$ cat config.mk
export PLATFORM = sky130hd
export DESIGN_NAME = pixel_hsv_color_classifier_flat
export DESIGN_NICKNAME = d
export VERILOG_FILES = /design/src/rtl/phcc_pkg.sv /design/src/rtl/phcc_channels.sv /design/src/rtl/phcc_front.sv /design/src/rtl/phcc_div_stage.sv /design/src/rtl/phcc_classify.sv /design/src/rtl/pixel_hsv_color_classifier.sv /design/src/flat_wrapper.sv
export VERILOG_INCLUDE_DIRS = /design/src /design/src/rtl
export SDC_FILE = /design/constraint.sdc
export NUM_CORES = 2
export LEC_CHECK = 0
export ABC_AREA = 1
export BUFFER_PORTS_ARGS = -buffer_cell sky130_fd_sc_hd__buf_2
export CAP_MARGIN = 40
export CORE_MARGIN = 2
export CORE_UTILIZATION = 58
export CTS_CLUSTER_SIZE = 20
export DETAILED_ROUTE_END_ITERATION = 8
export PLACE_DENSITY = 0.84
export SKIP_LAST_GASP = 1
export SLEW_MARGIN = 10
export SYNTH_ARGS = -nofsm -noshare
export SYNTH_HDL_FRONTEND = slang
export SYNTH_SLANG_ARGS = --single-unit
$ cat constraint.sdc
create_clock -name clk -period 25.8 [get_ports clk]
set_clock_uncertainty 0.05 [all_clocks]
set_input_delay 1.29 -clock clk [delete_from_list [all_inputs] [get_ports clk]]
set_output_delay 1.29 -clock clk [all_outputs]
set_load 0.01 [all_outputs]
$ cat src/rtl/pixel_hsv_color_classifier_defines.svh
// Assertion macros shared by the pixel HSV classifier RTL.
// No dependencies; the including module must provide clk and arst_n.
`ifndef PIXEL_HSV_COLOR_CLASSIFIER_DEFINES_SVH
`define PIXEL_HSV_COLOR_CLASSIFIER_DEFINES_SVH

// Condition that must hold at every clock edge outside reset.
`define PHCC_ASSERT_ALWAYS(lbl, cond) \
	lbl: assert property (@(posedge clk) disable iff (!arst_n) (cond)) \
		else $error("phcc: invariant check failed");

// Antecedent in one cycle implies the consequent in the next cycle.
`define PHCC_ASSERT_NEXT(lbl, ante, cons) \
	lbl: assert property (@(posedge clk) disable iff (!arst_n) (ante) |=> (cons)) \
		else $error("phcc: sequencing check failed");

`endif

$ cat src/rtl/phcc_pkg.sv
// Package for the pixel HSV classifier: widths, constants, class codes
// and the structs that travel down the pipeline. No dependencies.
`timescale 1ns / 1ps

package phcc_pkg;

	localparam int CH_W   = 5;   // one color channel
	localparam int SUM_W  = 7;   // r+g+b
	localparam int UNIT_W = 9;   // signed sector unit times d
	localparam int PIX_W  = 16;
	localparam int CLS_W  = 3;

	// Hue divider: remainder, divisor (1000*d) and quotient widths.
	localparam int HREM_W = 24;
	localparam int HDEN_W = 15;
	localparam int HQ_W   = 9;
	localparam int HPROD_W = 26;
	localparam int HTURN_W = 25;

	// Saturation divider: 100*d over max.
	localparam int SREM_W = 12;
	localparam int SDEN_W = 5;
	localparam int SQ_W   = 7;

	// Saturation steps run in the last SQ_W of the HQ_W divider stages.
	localparam int SAT_FIRST = HQ_W - SQ_W;

	// Hue scale 57.295 degrees per unit kept as 57295/1000.
	localparam int HUE_NUM  = 57295;
	localparam int HUE_DEN  = 1000;
	localparam int HUE_TURN = 360000;
	localparam int PCT      = 100;
	localparam int SAT_MIN  = 30;

	// Division by three of a sum below 94: (sum * 171) >> 9 is exact.
	localparam int THIRD_MUL   = 171;
	localparam int THIRD_SHIFT = 9;
	localparam int THIRD_W     = 15;

	// Channel thresholds.
	localparam logic [CH_W-1:0] WHITE_MIN = 5'd17;
	localparam logic [CH_W-1:0] BLACK_MAX = 5'd10;
	localparam logic [CH_W-1:0] HIGH_MIN  = 5'd15;
	localparam logic [CH_W-1:0] LOW_MAX   = 5'd15;
	localparam logic [CH_W-1:0] YEL_MIN   = 5'd18;

	// Hue windows in degrees.
	localparam logic [HQ_W-1:0] RED_HUE_HI = 9'd300;
	localparam logic [HQ_W-1:0] RED_HUE_LO = 9'd60;
	localparam logic [HQ_W-1:0] YEL_HUE_LO = 9'd50;
	localparam logic [HQ_W-1:0] YEL_HUE_HI = 9'd80;
	localparam logic [HQ_W-1:0] GRN_HUE_LO = 9'd80;
	localparam logic [HQ_W-1:0] GRN_HUE_HI = 9'd120;
	localparam logic [HQ_W-1:0] BLU_HUE_LO = 9'd180;
	localparam logic [HQ_W-1:0] BLU_HUE_HI = 9'd250;
	localparam logic [HQ_W-1:0] HUE_LIMIT  = 9'd360;
	localparam logic [SQ_W-1:0] SAT_LIMIT  = 7'd100;

	typedef enum logic [CLS_W-1:0] {
		CLS_WHITE  = 3'd0,
		CLS_BLACK  = 3'd1,
		CLS_RED    = 3'd2,
		CLS_YELLOW = 3'd3,
		CLS_GREEN  = 3'd4,
		CLS_BLUE   = 3'd5,
		CLS_OTHER  = 3'd6
	} color_class_t;

	// Per-pixel values that ride alongside the dividers.
	typedef struct packed {
		logic [CH_W-1:0] r;
		logic [CH_W-1:0] g;
		logic [CH_W-1:0] b;
		logic [CH_W-1:0] v;
		logic            d_zero;
		logic            mx_zero;
		logic            sat_over_30;
	} side_t;

	// Divider state for one pixel.
	typedef struct packed {
		logic [HREM_W-1:0] hue_rem;
		logic [HDEN_W-1:0] hue_den;
		logic [HQ_W-1:0]   hue_q;
		logic [SREM_W-1:0] sat_rem;
		logic [SDEN_W-1:0] sat_den;
		logic [SQ_W-1:0]   sat_q;
		side_t             side;
	} div_t;

endpackage

$ cat src/rtl/phcc_channels.sv
// Stream channel interfaces of the pixel HSV classifier: pixel in, result out.
// Depends on phcc_pkg for field widths.
`timescale 1ns / 1ps

interface phcc_pixel_if;
	logic                        valid;
	logic                        ready;
	logic [phcc_pkg::PIX_W-1:0]  pixel_word;

	modport source (output valid, output pixel_word, input ready);
	modport sink (input valid, input pixel_word, output ready);
endinterface

interface phcc_result_if;
	logic                        valid;
	logic                        ready;
	logic [phcc_pkg::CLS_W-1:0]  color_class;
	logic [phcc_pkg::PIX_W-1:0]  gray_pixel;
	logic [phcc_pkg::HQ_W-1:0]   hue_degrees;
	logic [phcc_pkg::SQ_W-1:0]   saturation_percent;
	logic [phcc_pkg::CH_W-1:0]   value_level;

	modport source (output valid, output color_class, output gray_pixel,
		output hue_degrees, output saturation_percent, output value_level,
		input ready);
	modport sink (input valid, input color_class, input gray_pixel,
		input hue_degrees, input saturation_percent, input value_level,
		output ready);
endinterface

$ cat src/rtl/phcc_front.sv
// Front end: channel unpack, max/min, mean, sector unit and divider setup.
// Three register stages; depends on phcc_pkg and phcc_pixel_if.
`timescale 1ns / 1ps

module phcc_front (
	input  logic              clk,
	input  logic              arst_n,
	input  logic              adv,
	phcc_pixel_if.sink        pix,
	output logic              valid_out,
	output phcc_pkg::div_t    data_out
);

	// Stage 1: channels, max, min, sum.
	logic                          valid_s1;
	logic [phcc_pkg::CH_W-1:0]     r_s1, g_s1, b_s1, mx_s1, mn_s1;
	logic [phcc_pkg::SUM_W-1:0]    sum_s1;

	logic [phcc_pkg::CH_W-1:0]     r_in, g_in, b_in, mx_rg, mn_rg, mx_in, mn_in;

	assign r_in  = pix.pixel_word[15:11];
	assign g_in  = pix.pixel_word[10:6];
	assign b_in  = pix.pixel_word[4:0];
	assign mx_rg = (g_in > r_in) ? g_in : r_in;
	assign mx_in = (b_in > mx_rg) ? b_in : mx_rg;
	assign mn_rg = (g_in < r_in) ? g_in : r_in;
	assign mn_in = (b_in < mn_rg) ? b_in : mn_rg;

	always_ff @(posedge clk or negedge arst_n) begin
		if (!arst_n) begin
			valid_s1 <= 1'b0;
		end else if (adv) begin
			valid_s1 <= pix.valid;
		end
	end

	always_ff @(posedge clk) begin
		if (adv) begin
			r_s1   <= r_in;
			g_s1   <= g_in;
			b_s1   <= b_in;
			mx_s1  <= mx_in;
			mn_s1  <= mn_in;
			sum_s1 <= 7'(r_in) + 7'(g_in) + 7'(b_in);
		end
	end

	// Stage 2: spread d, signed sector unit scaled by d, and the mean.
	logic                            valid_s2;
	logic [phcc_pkg::CH_W-1:0]       r_s2, g_s2, b_s2, mx_s2, d_s2, v_s2;
	logic signed [phcc_pkg::UNIT_W-1:0] units_s2;

	logic [phcc_pkg::CH_W-1:0]          d_c;
	logic signed [phcc_pkg::UNIT_W-1:0] rs, gs, bs, ds, units_c;
	logic [phcc_pkg::THIRD_W-1:0]       third_prod;

	assign d_c = mx_s1 - mn_s1;
	assign rs  = $signed({4'b0, r_s1});
	assign gs  = $signed({4'b0, g_s1});
	assign bs  = $signed({4'b0, b_s1});
	assign ds  = $signed({4'b0, d_c});

	always_comb begin
		if (r_s1 == mx_s1) begin
			units_c = gs - bs;
		end else if (g_s1 == mx_s1) begin
			units_c = (ds <<< 1) + bs - rs;
		end else begin
			units_c = (ds <<< 2) + rs - gs;
		end
	end

	assign third_prod = {8'b0, sum_s1} * phcc_pkg::THIRD_W'(phcc_pkg::THIRD_MUL);

	always_ff @(posedge clk or negedge arst_n) begin
		if (!arst_n) begin
			valid_s2 <= 1'b0;
		end else if (adv) begin
			valid_s2 <= valid_s1;
		end
	end

	always_ff @(posedge clk) begin
		if (adv) begin
			r_s2     <= r_s1;
			g_s2     <= g_s1;
			b_s2     <= b_s1;
			mx_s2    <= mx_s1;
			d_s2     <= d_c;
			v_s2     <= third_prod[phcc_pkg::THIRD_SHIFT +: phcc_pkg::CH_W];
			units_s2 <= units_c;
		end
	end

	// Stage 3: dividend and divisor of both quotients.
	logic signed [phcc_pkg::HPROD_W-1:0] hue_prod, hue_sum;
	logic [phcc_pkg::HTURN_W-1:0]        turn_d;
	logic [phcc_pkg::SREM_W-1:0]         d_pct, mx_min;
	phcc_pkg::div_t                      setup;

	assign hue_prod = $signed(phcc_pkg::HPROD_W'(phcc_pkg::HUE_NUM))
		* $signed({{(phcc_pkg::HPROD_W-phcc_pkg::UNIT_W){units_s2[phcc_pkg::UNIT_W-1]}},
			units_s2});
	assign turn_d  = phcc_pkg::HTURN_W'(d_s2) * phcc_pkg::HTURN_W'(phcc_pkg::HUE_TURN);
	// A negative unit wraps by a full turn.
	assign hue_sum = hue_prod + (units_s2[phcc_pkg::UNIT_W-1]
		? $signed({1'b0, turn_d}) : {phcc_pkg::HPROD_W{1'b0}});
	assign d_pct   = phcc_pkg::SREM_W'(d_s2) * phcc_pkg::SREM_W'(phcc_pkg::PCT);
	assign mx_min  = phcc_pkg::SREM_W'(mx_s2) * phcc_pkg::SREM_W'(phcc_pkg::SAT_MIN);

	always_comb begin
		setup.hue_rem          = hue_sum[phcc_pkg::HREM_W-1:0];
		setup.hue_den          = phcc_pkg::HDEN_W'(d_s2)
			* phcc_pkg::HDEN_W'(phcc_pkg::HUE_DEN);
		setup.hue_q            = '0;
		setup.sat_rem          = d_pct;
		setup.sat_den          = mx_s2;
		setup.sat_q            = '0;
		setup.side.r           = r_s2;
		setup.side.g           = g_s2;
		setup.side.b           = b_s2;
		setup.side.v           = v_s2;
		setup.side.d_zero      = (d_s2 == '0);
		setup.side.mx_zero     = (mx_s2 == '0);
		setup.side.sat_over_30 = (d_pct > mx_min);
	end

	always_ff @(posedge clk or negedge arst_n) begin
		if (!arst_n) begin
			valid_out <= 1'b0;
		end else if (adv) begin
			valid_out <= valid_s2;
		end
	end

	always_ff @(posedge clk) begin
		if (adv) begin
			data_out <= setup;
		end
	end

endmodule

$ cat src/rtl/phcc_div_stage.sv
// One restoring-division step for hue and, optionally, saturation.
// One register stage; depends on phcc_pkg.
`timescale 1ns / 1ps

module phcc_div_stage #(
	parameter int SHIFT  = 0,
	parameter bit SAT_EN = 1'b0
) (
	input  logic            clk,
	input  logic            arst_n,
	input  logic            adv,
	input  logic            valid_in,
	input  phcc_pkg::div_t  data_in,
	output logic            valid_s1,
	output phcc_pkg::div_t  data_s1
);

	logic [phcc_pkg::HREM_W-1:0] hue_trial;
	logic [phcc_pkg::SREM_W-1:0] sat_rem_nxt;
	logic [phcc_pkg::SQ_W-1:0]   sat_q_nxt;
	phcc_pkg::div_t              nxt;

	assign hue_trial = {{(phcc_pkg::HREM_W-phcc_pkg::HDEN_W){1'b0}}, data_in.hue_den} << SHIFT;

	generate
		if (SAT_EN) begin : g_sat
			logic [phcc_pkg::SREM_W-1:0] sat_trial;
			assign sat_trial =
				{{(phcc_pkg::SREM_W-phcc_pkg::SDEN_W){1'b0}}, data_in.sat_den} << SHIFT;
			always_comb begin
				sat_rem_nxt = data_in.sat_rem;
				sat_q_nxt   = data_in.sat_q;
				if (data_in.sat_rem >= sat_trial) begin
					sat_rem_nxt      = data_in.sat_rem - sat_trial;
					sat_q_nxt[SHIFT] = 1'b1;
				end
			end
		end else begin : g_nosat
			assign sat_rem_nxt = data_in.sat_rem;
			assign sat_q_nxt   = data_in.sat_q;
		end
	endgenerate

	always_comb begin
		nxt = data_in;
		if (data_in.hue_rem >= hue_trial) begin
			nxt.hue_rem      = data_in.hue_rem - hue_trial;
			nxt.hue_q[SHIFT] = 1'b1;
		end
		nxt.sat_rem = sat_rem_nxt;
		nxt.sat_q   = sat_q_nxt;
	end

	always_ff @(posedge clk or negedge arst_n) begin
		if (!arst_n) begin
			valid_s1 <= 1'b0;
		end else if (adv) begin
			valid_s1 <= valid_in;
		end
	end

	always_ff @(posedge clk) begin
		if (adv) begin
			data_s1 <= nxt;
		end
	end

endmodule

$ cat src/rtl/phcc_classify.sv
// Output stage: zero-spread fixups, gray pixel and color class decision.
// Depends on phcc_pkg, phcc_result_if and the assertion macro header.
`timescale 1ns / 1ps
`include "pixel_hsv_color_classifier_defines.svh"

module phcc_classify (
	input  logic            clk,
	input  logic            arst_n,
	input  logic            adv,
	input  logic            valid_in,
	input  phcc_pkg::div_t  data_in,
	phcc_result_if.source   res
);

	logic                         valid_s12;
	logic [phcc_pkg::CLS_W-1:0]   cls_s12;
	logic [phcc_pkg::PIX_W-1:0]   gray_s12;
	logic [phcc_pkg::HQ_W-1:0]    hue_s12;
	logic [phcc_pkg::SQ_W-1:0]    sat_s12;
	logic [phcc_pkg::CH_W-1:0]    v_s12;

	logic [phcc_pkg::CH_W-1:0]    r, g, b, v;
	logic [phcc_pkg::HQ_W-1:0]    hue;
	logic [phcc_pkg::SQ_W-1:0]    sat;
	phcc_pkg::color_class_t       cls;

	assign r   = data_in.side.r;
	assign g   = data_in.side.g;
	assign b   = data_in.side.b;
	assign v   = data_in.side.v;
	// Equal channels have no hue; a zero max has no saturation.
	assign hue = data_in.side.d_zero ? '0 : data_in.hue_q;
	assign sat = data_in.side.mx_zero ? '0 : data_in.sat_q;

	// First matching class wins.
	always_comb begin
		if (r > phcc_pkg::WHITE_MIN && g > phcc_pkg::WHITE_MIN
				&& b > phcc_pkg::WHITE_MIN && v > phcc_pkg::WHITE_MIN) begin
			cls = phcc_pkg::CLS_WHITE;
		end else if (r < phcc_pkg::BLACK_MAX && g < phcc_pkg::BLACK_MAX
				&& b < phcc_pkg::BLACK_MAX && v < phcc_pkg::BLACK_MAX) begin
			cls = phcc_pkg::CLS_BLACK;
		end else if (r > phcc_pkg::HIGH_MIN && g < phcc_pkg::LOW_MAX && b < phcc_pkg::LOW_MAX
				&& (hue > phcc_pkg::RED_HUE_HI || hue < phcc_pkg::RED_HUE_LO)) begin
			cls = phcc_pkg::CLS_RED;
		end else if (r > phcc_pkg::YEL_MIN && g > phcc_pkg::YEL_MIN && b < phcc_pkg::LOW_MAX
				&& v > phcc_pkg::HIGH_MIN
				&& hue > phcc_pkg::YEL_HUE_LO && hue < phcc_pkg::YEL_HUE_HI) begin
			cls = phcc_pkg::CLS_YELLOW;
		end else if (r < phcc_pkg::LOW_MAX && g > phcc_pkg::HIGH_MIN && b < phcc_pkg::LOW_MAX
				&& hue > phcc_pkg::GRN_HUE_LO && hue < phcc_pkg::GRN_HUE_HI) begin
			cls = phcc_pkg::CLS_GREEN;
		end else if (r < b && g < b && hue > phcc_pkg::BLU_HUE_LO
				&& hue < phcc_pkg::BLU_HUE_HI && data_in.side.sat_over_30) begin
			cls = phcc_pkg::CLS_BLUE;
		end else begin
			cls = phcc_pkg::CLS_OTHER;
		end
	end

	always_ff @(posedge clk or negedge arst_n) begin
		if (!arst_n) begin
			valid_s12 <= 1'b0;
		end else if (adv) begin
			valid_s12 <= valid_in;
		end
	end

	always_ff @(posedge clk) begin
		if (adv) begin
			cls_s12  <= cls;
			gray_s12 <= {v, v, 1'b0, v};
			hue_s12  <= hue;
			sat_s12  <= sat;
			v_s12    <= v;
		end
	end

	assign res.valid              = valid_s12;
	assign res.color_class        = cls_s12;
	assign res.gray_pixel         = gray_s12;
	assign res.hue_degrees        = hue_s12;
	assign res.saturation_percent = sat_s12;
	assign res.value_level        = v_s12;

	`PHCC_ASSERT_ALWAYS(a_hue_range, !valid_s12 || hue_s12 < phcc_pkg::HUE_LIMIT)
	`PHCC_ASSERT_ALWAYS(a_sat_range, !valid_s12 || sat_s12 <= phcc_pkg::SAT_LIMIT)
	`PHCC_ASSERT_ALWAYS(a_white_bright, !valid_s12 || cls_s12 != phcc_pkg::CLS_WHITE || v_s12 > phcc_pkg::WHITE_MIN)
	`PHCC_ASSERT_NEXT(a_load_valid, adv && valid_in, valid_s12)

endmodule

$ cat src/rtl/pixel_hsv_color_classifier.sv
// Depth: 13 register stages lie between a pixel transfer on pix and its result offered on res.
// Throughput: one pixel per cycle while res takes its results; the nine-stage restoring divider that
// produces one hue quotient bit per stage sets the depth, not the rate.
// A stall on res freezes every stage at once, so nothing is lost or repeated.
// Reset: arst_n clears all stage valid bits asynchronously and holds pix.ready
// low while asserted; data is not reset.
`timescale 1ns / 1ps

module pixel_hsv_color_classifier (
	input  logic          clk,
	input  logic          arst_n,
	phcc_pixel_if.sink    pix,
	phcc_result_if.source res
);

	// The whole pipeline moves together. It moves whenever the output
	// register is empty or its result is being transferred this cycle,
	// so a new pixel can be taken in the same cycle a result leaves.
	logic adv;

	assign adv       = !res.valid || res.ready;
	// No pixel is taken while reset holds the stage valid bits clear.
	assign pix.ready = adv && arst_n;

	// div_valid/div_data[0] come out of the front end; entry k+1 is the
	// output of divider step k. The last entry feeds the classifier.
	logic           div_valid [0:phcc_pkg::HQ_W];
	phcc_pkg::div_t div_data  [0:phcc_pkg::HQ_W];

	// Stages 1 to 3: unpack, max/min and mean, then the sector unit scaled
	// into a hue dividend (with the full-turn wrap for negative units) and
	// the saturation dividend 100*d over max.
	phcc_front u_front (
		.clk       (clk),
		.arst_n    (arst_n),
		.adv       (adv),
		.pix       (pix),
		.valid_out (div_valid[0]),
		.data_out  (div_data[0])
	);

	// Stages 4 to 12: hue quotient bits from the top down. The saturation
	// quotient needs fewer bits, so its steps share the last stages with
	// the same shift amounts and its value is ready at the same point.
	genvar k;
	generate
		for (k = 0; k < phcc_pkg::HQ_W; k++) begin : g_div
			phcc_div_stage #(
				.SHIFT  (phcc_pkg::HQ_W - 1 - k),
				.SAT_EN (k >= phcc_pkg::SAT_FIRST)
			) u_step (
				.clk      (clk),
				.arst_n   (arst_n),
				.adv      (adv),
				.valid_in (div_valid[k]),
				.data_in  (div_data[k]),
				.valid_s1 (div_valid[k+1]),
				.data_s1  (div_data[k+1])
			);
		end
	endgenerate

	// Stage 13: zero-spread fixups, gray replication and the ordered
	// class tests, registered into the output channel.
	phcc_classify u_classify (
		.clk      (clk),
		.arst_n   (arst_n),
		.adv      (adv),
		.valid_in (div_valid[phcc_pkg::HQ_W]),
		.data_in  (div_data[phcc_pkg::HQ_W]),
		.res      (res)
	);

endmodule
$ cat src/flat_wrapper.sv
// flat-port wrapper written by rule: the top's interface ports become plain ports
module pixel_hsv_color_classifier_flat 
  (clk, arst_n, pix_valid, pix_pixel_word, pix_ready, res_valid, res_color_class, res_gray_pixel, res_hue_degrees, res_saturation_percent, res_value_level, res_ready);
  phcc_pixel_if pix_i ();
  phcc_result_if res_i ();
  input  logic clk;
  input  logic arst_n;
  input wire logic [$bits(pix_i.valid)-1:0] pix_valid;
  input wire logic [$bits(pix_i.pixel_word)-1:0] pix_pixel_word;
  output wire logic [$bits(pix_i.ready)-1:0] pix_ready;
  output wire logic [$bits(res_i.valid)-1:0] res_valid;
  output wire logic [$bits(res_i.color_class)-1:0] res_color_class;
  output wire logic [$bits(res_i.gray_pixel)-1:0] res_gray_pixel;
  output wire logic [$bits(res_i.hue_degrees)-1:0] res_hue_degrees;
  output wire logic [$bits(res_i.saturation_percent)-1:0] res_saturation_percent;
  output wire logic [$bits(res_i.value_level)-1:0] res_value_level;
  input wire logic [$bits(res_i.ready)-1:0] res_ready;
  assign pix_i.valid = pix_valid;
  assign pix_i.pixel_word = pix_pixel_word;
  assign pix_ready = pix_i.ready;
  assign res_valid = res_i.valid;
  assign res_color_class = res_i.color_class;
  assign res_gray_pixel = res_i.gray_pixel;
  assign res_hue_degrees = res_i.hue_degrees;
  assign res_saturation_percent = res_i.saturation_percent;
  assign res_value_level = res_i.value_level;
  assign res_i.ready = res_ready;
  pixel_hsv_color_classifier u_core (.clk(clk), .arst_n(arst_n), .pix(pix_i), .res(res_i));
endmodule
# Yosys cells after proc, flatten, opt, wreduce, memory -nomap -nowiden

Cells that the tools add are included.

Register bits: 897
Input bits: 20
Output and inout port bits: 42
Word-level logic and storage cells: 305

$add $sub $neg: 23
$mul: 6
$lt $le $gt $ge: 47
Equality and inequality tests: 2
Muxes and demuxes: 27
Reductions and logical operators: 30

Operators by type and width:

| operator              | number |
|---|---|
| $mux 24               | 9 |
| $mux 12               | 6 |
| $lt 5x4->1 const B    | 7 |
| $gt 5x5->1 const B    | 6 |
| $mux 9                | 3 |
| $add 24x24->24        | 1 |
| $ge 24x15->1          | 1 |
| $ge 24x16->1          | 1 |
| $ge 24x17->1          | 1 |
| $ge 24x18->1          | 1 |
| $ge 24x19->1          | 1 |
| $ge 24x20->1          | 1 |
| $ge 24x21->1          | 1 |
| $ge 24x22->1          | 1 |
| $ge 24x23->1          | 1 |
| $mul 17x9->24 const A | 1 |
| $sub 24x16->24        | 1 |
| $sub 24x17->24        | 1 |
| $sub 24x18->24        | 1 |
| $sub 24x19->24        | 1 |
| $sub 24x20->24        | 1 |
| $sub 24x21->24        | 1 |
| $sub 24x22->24        | 1 |
| $sub 24x23->24        | 1 |
| 46 further kinds      | 85 |

# Longest topological paths before layout

Depth after elaboration: 10
Gate-level depth with buffers: 29
Mapped depth without buffers: 29

# Worst setup path before layout

Ideal clock, no wire load.

Path type: input to register
Start: input res_ready
End: register u_core.g_div[0].u_step.data_s1[0] (netlist name) (enable)
Setup time: 1.543 ns
Arrival time: 24.394 ns
Required time: 24.207 ns
Setup slack: -0.187 ns
Stages on the path: 3
Buffers on the path: 1
Cells stage by stage: nor2_1 inv_1 clkbuf_1

Longest elaborated chain between the ends: 1

RTL lines:

| element              | RTL line                         | text |
|---|---|---|
| start, declared      | flat_wrapper.sv:17               | `input wire logic [$bits(res_i.ready)-1:0] res_ready;` |
| $logic_or 1x1->1     | pixel_hsv_color_classifier.sv:21 | `assign adv = !res.valid \|\| res.ready;` |
| end signal, assigned | phcc_div_stage.sv:64             | `data_s1 <= nxt;` |
| end, declared        | phcc_div_stage.sv:15             | `output phcc_pkg::div_t data_s1` |

Every way passes these cells.
A chain may end at the register's enable or synchronous reset.

# Final worst setup path

Start: register u_core.u_front.d_s2[3] (netlist name)
End: register u_core.u_front.data_out[92] (netlist name) (data pin)

Longest elaborated chain between the ends: 3

RTL lines:

| element                                   | RTL line          | text |
|---|---|---|
| start, declared                           | phcc_front.sv:50  | `logic [phcc_pkg::CH_W-1:0] r_s2, g_s2, b_s2, mx_s2, d_s2, v_s2;` |
| start signal, assigned                    | phcc_front.sv:89  | `d_s2 <= d_c;` |
| $mul 5x13->18                             | phcc_front.sv:104 | `assign turn_d = phcc_pkg::HTURN_W'(d_s2) * phcc_pkg::HTURN_W'(phcc_pkg::HUE_TURN);` |
| $mux 24                                   | phcc_front.sv:107 | `? $signed({1'b0, turn_d}) : {phcc_pkg::HPROD_W{1'b0}});` |
| $add 24x24->24                            | phcc_front.sv:106 | `assign hue_sum = hue_prod + (units_s2[phcc_pkg::UNIT_W-1]` |
| named net u_core.u_front.hue_sum, one bit | phcc_front.sv:96  | `logic signed [phcc_pkg::HPROD_W-1:0] hue_prod, hue_sum;` |
| end signal, assigned                      | phcc_front.sv:138 | `data_out <= setup;` |
| end, declared                             | phcc_front.sv:11  | `output phcc_pkg::div_t data_out` |

The timed path passes the listed nets, and every way through them passes these cells.

==> impl_metrics.json <==
{
  "ff_latch_area_um2": 25700,
  "ctsResizeCount": 0,
  "area_delta_synth_final_pct": 9.73,
  "synth_warnings": 0,
  "grt_max_degree": 101,
  "synth_top_area_cell": "edfxtp_1",
  "setup_viol": 0,
  "yosys-top-cells-area": "edfxtp_1 (55%), ha_1 (10%), nand2_1 (6.0%)",
  "start_kind": "register",
  "multiInputGateArea_um2": 17700,
  "mostFrequentLayoutCell": "edfxtp_1",
  "slowest_delay_ns": 0.73,
  "cts-buffers-inserted": 89,
  "cts_root_buf": "clkbuf_16",
  "grt_usage": 0.218,
  "clock-sinks": 858,
  "dr.pass1.iters": 6,
  "num_antenna_cells": 0,
  "tns_ns": 0,
  "status": "completed",
  "drv_slew": 0,
  "grt_util_met2": 0.394,
  "coreArea_um2": 79000,
  "clk_path_buf_depth": 3,
  "critPathArrivalTime_ns": 7.10,
  "overflow": 0,
  "hold_buffers": 0,
  "async_reset_ff_frac": 0.0152,
  "antenna_found_initial": 0,
  "critPathRequiredTime_ns": 26.13,
  "cts_setup_buffers": 0,
  "ys_seq_elements": 858,
  "num_io_pins": 62,
  "timing.fmax_mhz": 148,
  "io_buffers": 59,
  "synth_ff_type": "edfxtp_1",
  "grt_pass1_wl_um": 144000,
  "grt_pass1_vias": 29300,
  "synth_area_um2": 46300,
  "cpMostUsedCell": "fa_1",
  "worstPathMaxFanout": 9,
  "synth_edf_count": 845,
  "synth.avg_cell_area_um2": 11.1,
  "drc": 0,
  "htreeDepth": 3,
  "num_vias": 29000,
  "nets": 4833,
  "hp-class": "register to register",
  "vias_per_cell": 5.35,
  "synth_top_area_frac": 0.548,
  "tightest_slew_ns": 0.888,
  "use_met3": 0.0271,
  "relSlewSlack": 0.408,
  "end_kind": "register",
  "rsz0062_at_grt": "no",
  "drt_wl_total_um": 87400,
  "critPathKind": "register to register",
  "place.gp.congestion": 0.943,
  "core.rowCount": 103,
  "die_w_um": 287,
  "wl_per_cell_um": 16.1,
  "hold_viol": 0,
  "drive_above_1_share": 0.0621,
  "syn_inst": 4185,
  "die_y_um": 287,
  "antenna_left": 0,
  "finalCritPeriodShare": 0.263,
  "worst_skew_pair.late_latency_ns": 0.66,
  "final_cell_mix": "edfxtp_1 (845), nand2_1 (738), inv_1 (666), ha_1 (379), nor2_1 (299)",
  "path_clk_slew_ns": 0.06,
  "dp.final_hpwl_um": 66600,
  "cp_cell_sequence": "fa_1, inv_1, fa_1, fa_1, inv_1, ha_1, a21oi_1, nand2_1, a211oi_1, nor2_1, a21oi_1, ha_1, inv_1, fa_1, fa_1, inv_1, ha_1, a21oi_1, a21boi_0, nand3_1, nand2_1, nand3_1, xor2_1",
  "dieArea_um2": 82100,
  "layout_min_cycle_time_ns": 6.77,
  "synth_cell_types": 56,
  "cts_tree": "done",
  "cp_top_family": "adder cells",
  "critPathBufInv": 4,
  "nFillCells": 5827,
  "synth_fp_nets": 4713,
  "use_met1": 0.249,
  "cap_viol_max_count": 0,
  "crit_slowest_cell": "fa_1",
  "ys_seq_area_frac": 0.555,
  "drt_iter0_drc": 1814,
  "start_util": 0.586,
  "busiest_layer": "met2"
}
==> worst register-to-register path: cells and delay by family (launching register included) <==
family / cells / cell delay (ns)
xor gates and xnor gates: 1 / 0.16
adders and majority gates: 8 / 3.80
DFF: 1 / 0.61
AOI/OAI and AO/OA: 5 / 1.14
buffers and inverters: 4 / 0.25
and+or+nand+nor: 5 / 0.54
==> metal layers <==
metal,part of all wire,up-vias
met5,0,-
met1,0.39,13600
li1,-,14500
met4,0.063,0
met2,0.51,690
met3,0.034,273
==> worst paths after layout <==
path	start	end	slack, ns	cells after the start
min reg2reg	u_core.g_div[2].u_step.data_s1[1]$_DFFE_PN_	u_core.g_div[3].u_step.data_s1[1]$_DFFE_PN_	0.34	0
min in group asynchronous	arst_n	u_core.u_classify.res.valid$_DFFE_PN0N_	0.46	1
min	u_core.g_div[2].u_step.data_s1[1]$_DFFE_PN_	u_core.g_div[3].u_step.data_s1[1]$_DFFE_PN_	0.34	0
max reg2reg	u_core.u_front.d_s2[3]$_DFFE_PN_	u_core.u_front.data_out[92]$_DFFE_PN_	19.03	23
max	u_core.u_front.d_s2[3]$_DFFE_PN_	u_core.u_front.data_out[92]$_DFFE_PN_	19.03	23
max in group asynchronous	arst_n	u_core.u_front.valid_s1$_DFFE_PN0N_	24.99	1
==> flip-flops by register name, indices dropped and copies added (netlist names), 5 cells and up <==
register,flops
u_core.u_front.r_s1,5
u_core.u_front.data_out,72
u_core.g_div.u_step.valid_s1,9
u_core.u_front.r_s2,5
u_core.u_front.v_s2,5
u_core.u_front.g_s1,5
u_core.u_front.b_s2,5
u_core.u_front.g_s2,5
u_core.u_front.mn_s1,5
u_core.g_div.u_step.data_s1,678
u_core.u_classify.res.hue_degrees,9
u_core.u_front.b_s1,5
u_core.u_front.sum_s1,7
u_core.u_classify.res.saturation_percent,7
u_core.u_front.mx_s1,5
u_core.u_front.units_s2,9
u_core.u_front.mx_s2,5
u_core.u_front.d_s2,5
==> kinds of logic (layout without fill, tap and decap cells) <==
kind of cell | Yosys count | after routing | share of synthesized area
compound gates | 556 | 556 | 0.0666
simple gates | 1371 | 1371 | 0.126
buf+inv | 719 | 911 | 0.0621
other cells | 1 | 1 | 0.0000810
fa+ha+maj | 508 | 508 | 0.158
xor+xnor | 172 | 172 | 0.0325
flops | 858 | 858 | 0.555
==> area by class of cell <==
cell class | instances | area share
flip-flops and latches | 858 | 0.506
multi-input cells | 2608 | 0.349
inverters | 671 | 0.0497
clock buffers | 101 | 0.0447
well taps | 1050 | 0.0259
clock inverters | 62 | 0.0138
repair buffers | 77 | 0.0112
==> metrics by stage <==
| stage | hold WS [ns] | area (µm²) | std cells | util | setup slack [ns] |
|---|---|---|---|---|---|
| after floorplan | 0.350 | 46300 | 4185 | - | 12.81 |
| after global placement | 0.350 | 47600 | 5256 | 0.603 | 19.06 |
| after detailed placement | 0.355 | 47800 | 5264 | 0.606 | 18.98 |
| after CTS | 0.348 | 50800 | 5427 | 0.643 | 18.99 |
| after global routing | 0.355 | 50800 | 5427 | 0.643 | 18.55 |
| final | 0.342 | 50800 | 5427 | 0.643 | 19.03 |
==> synth_stat cells (3+ instances only) <==
cell        n
o21ai_1    31
or2_2      20
a21o_1     26
nand2b_1    3
nand3b_1   16
nand3_2     4
nor3_1     39
xnor2_1    77
o31ai_1     3
nand4_1    68
nor4_1     13
buf_2      12
ha_1      379
and2_1      5
a21oi_1   230
xor2_1     95
clkbuf_1    8
o21bai_1   16
o211ai_1   11
nor2_1    299
nand3_1   144
o21a_1     10
inv_2       4
a21boi_0    6
o21ai_0   182
nand2_2     5
a211oi_1    5
buf_6      10
buf_4      16
o21ai_2    13
nor3b_1     3
edfxtp_1  845
inv_1     667
dfrtp_1    13
fa_1      129
nand2_1   738
a31oi_1    11
nor2_2      6
Power is left out: the tool's default activity adds up to more than one toggle a clock period on the data nets, which glitch-free logic cannot reach.
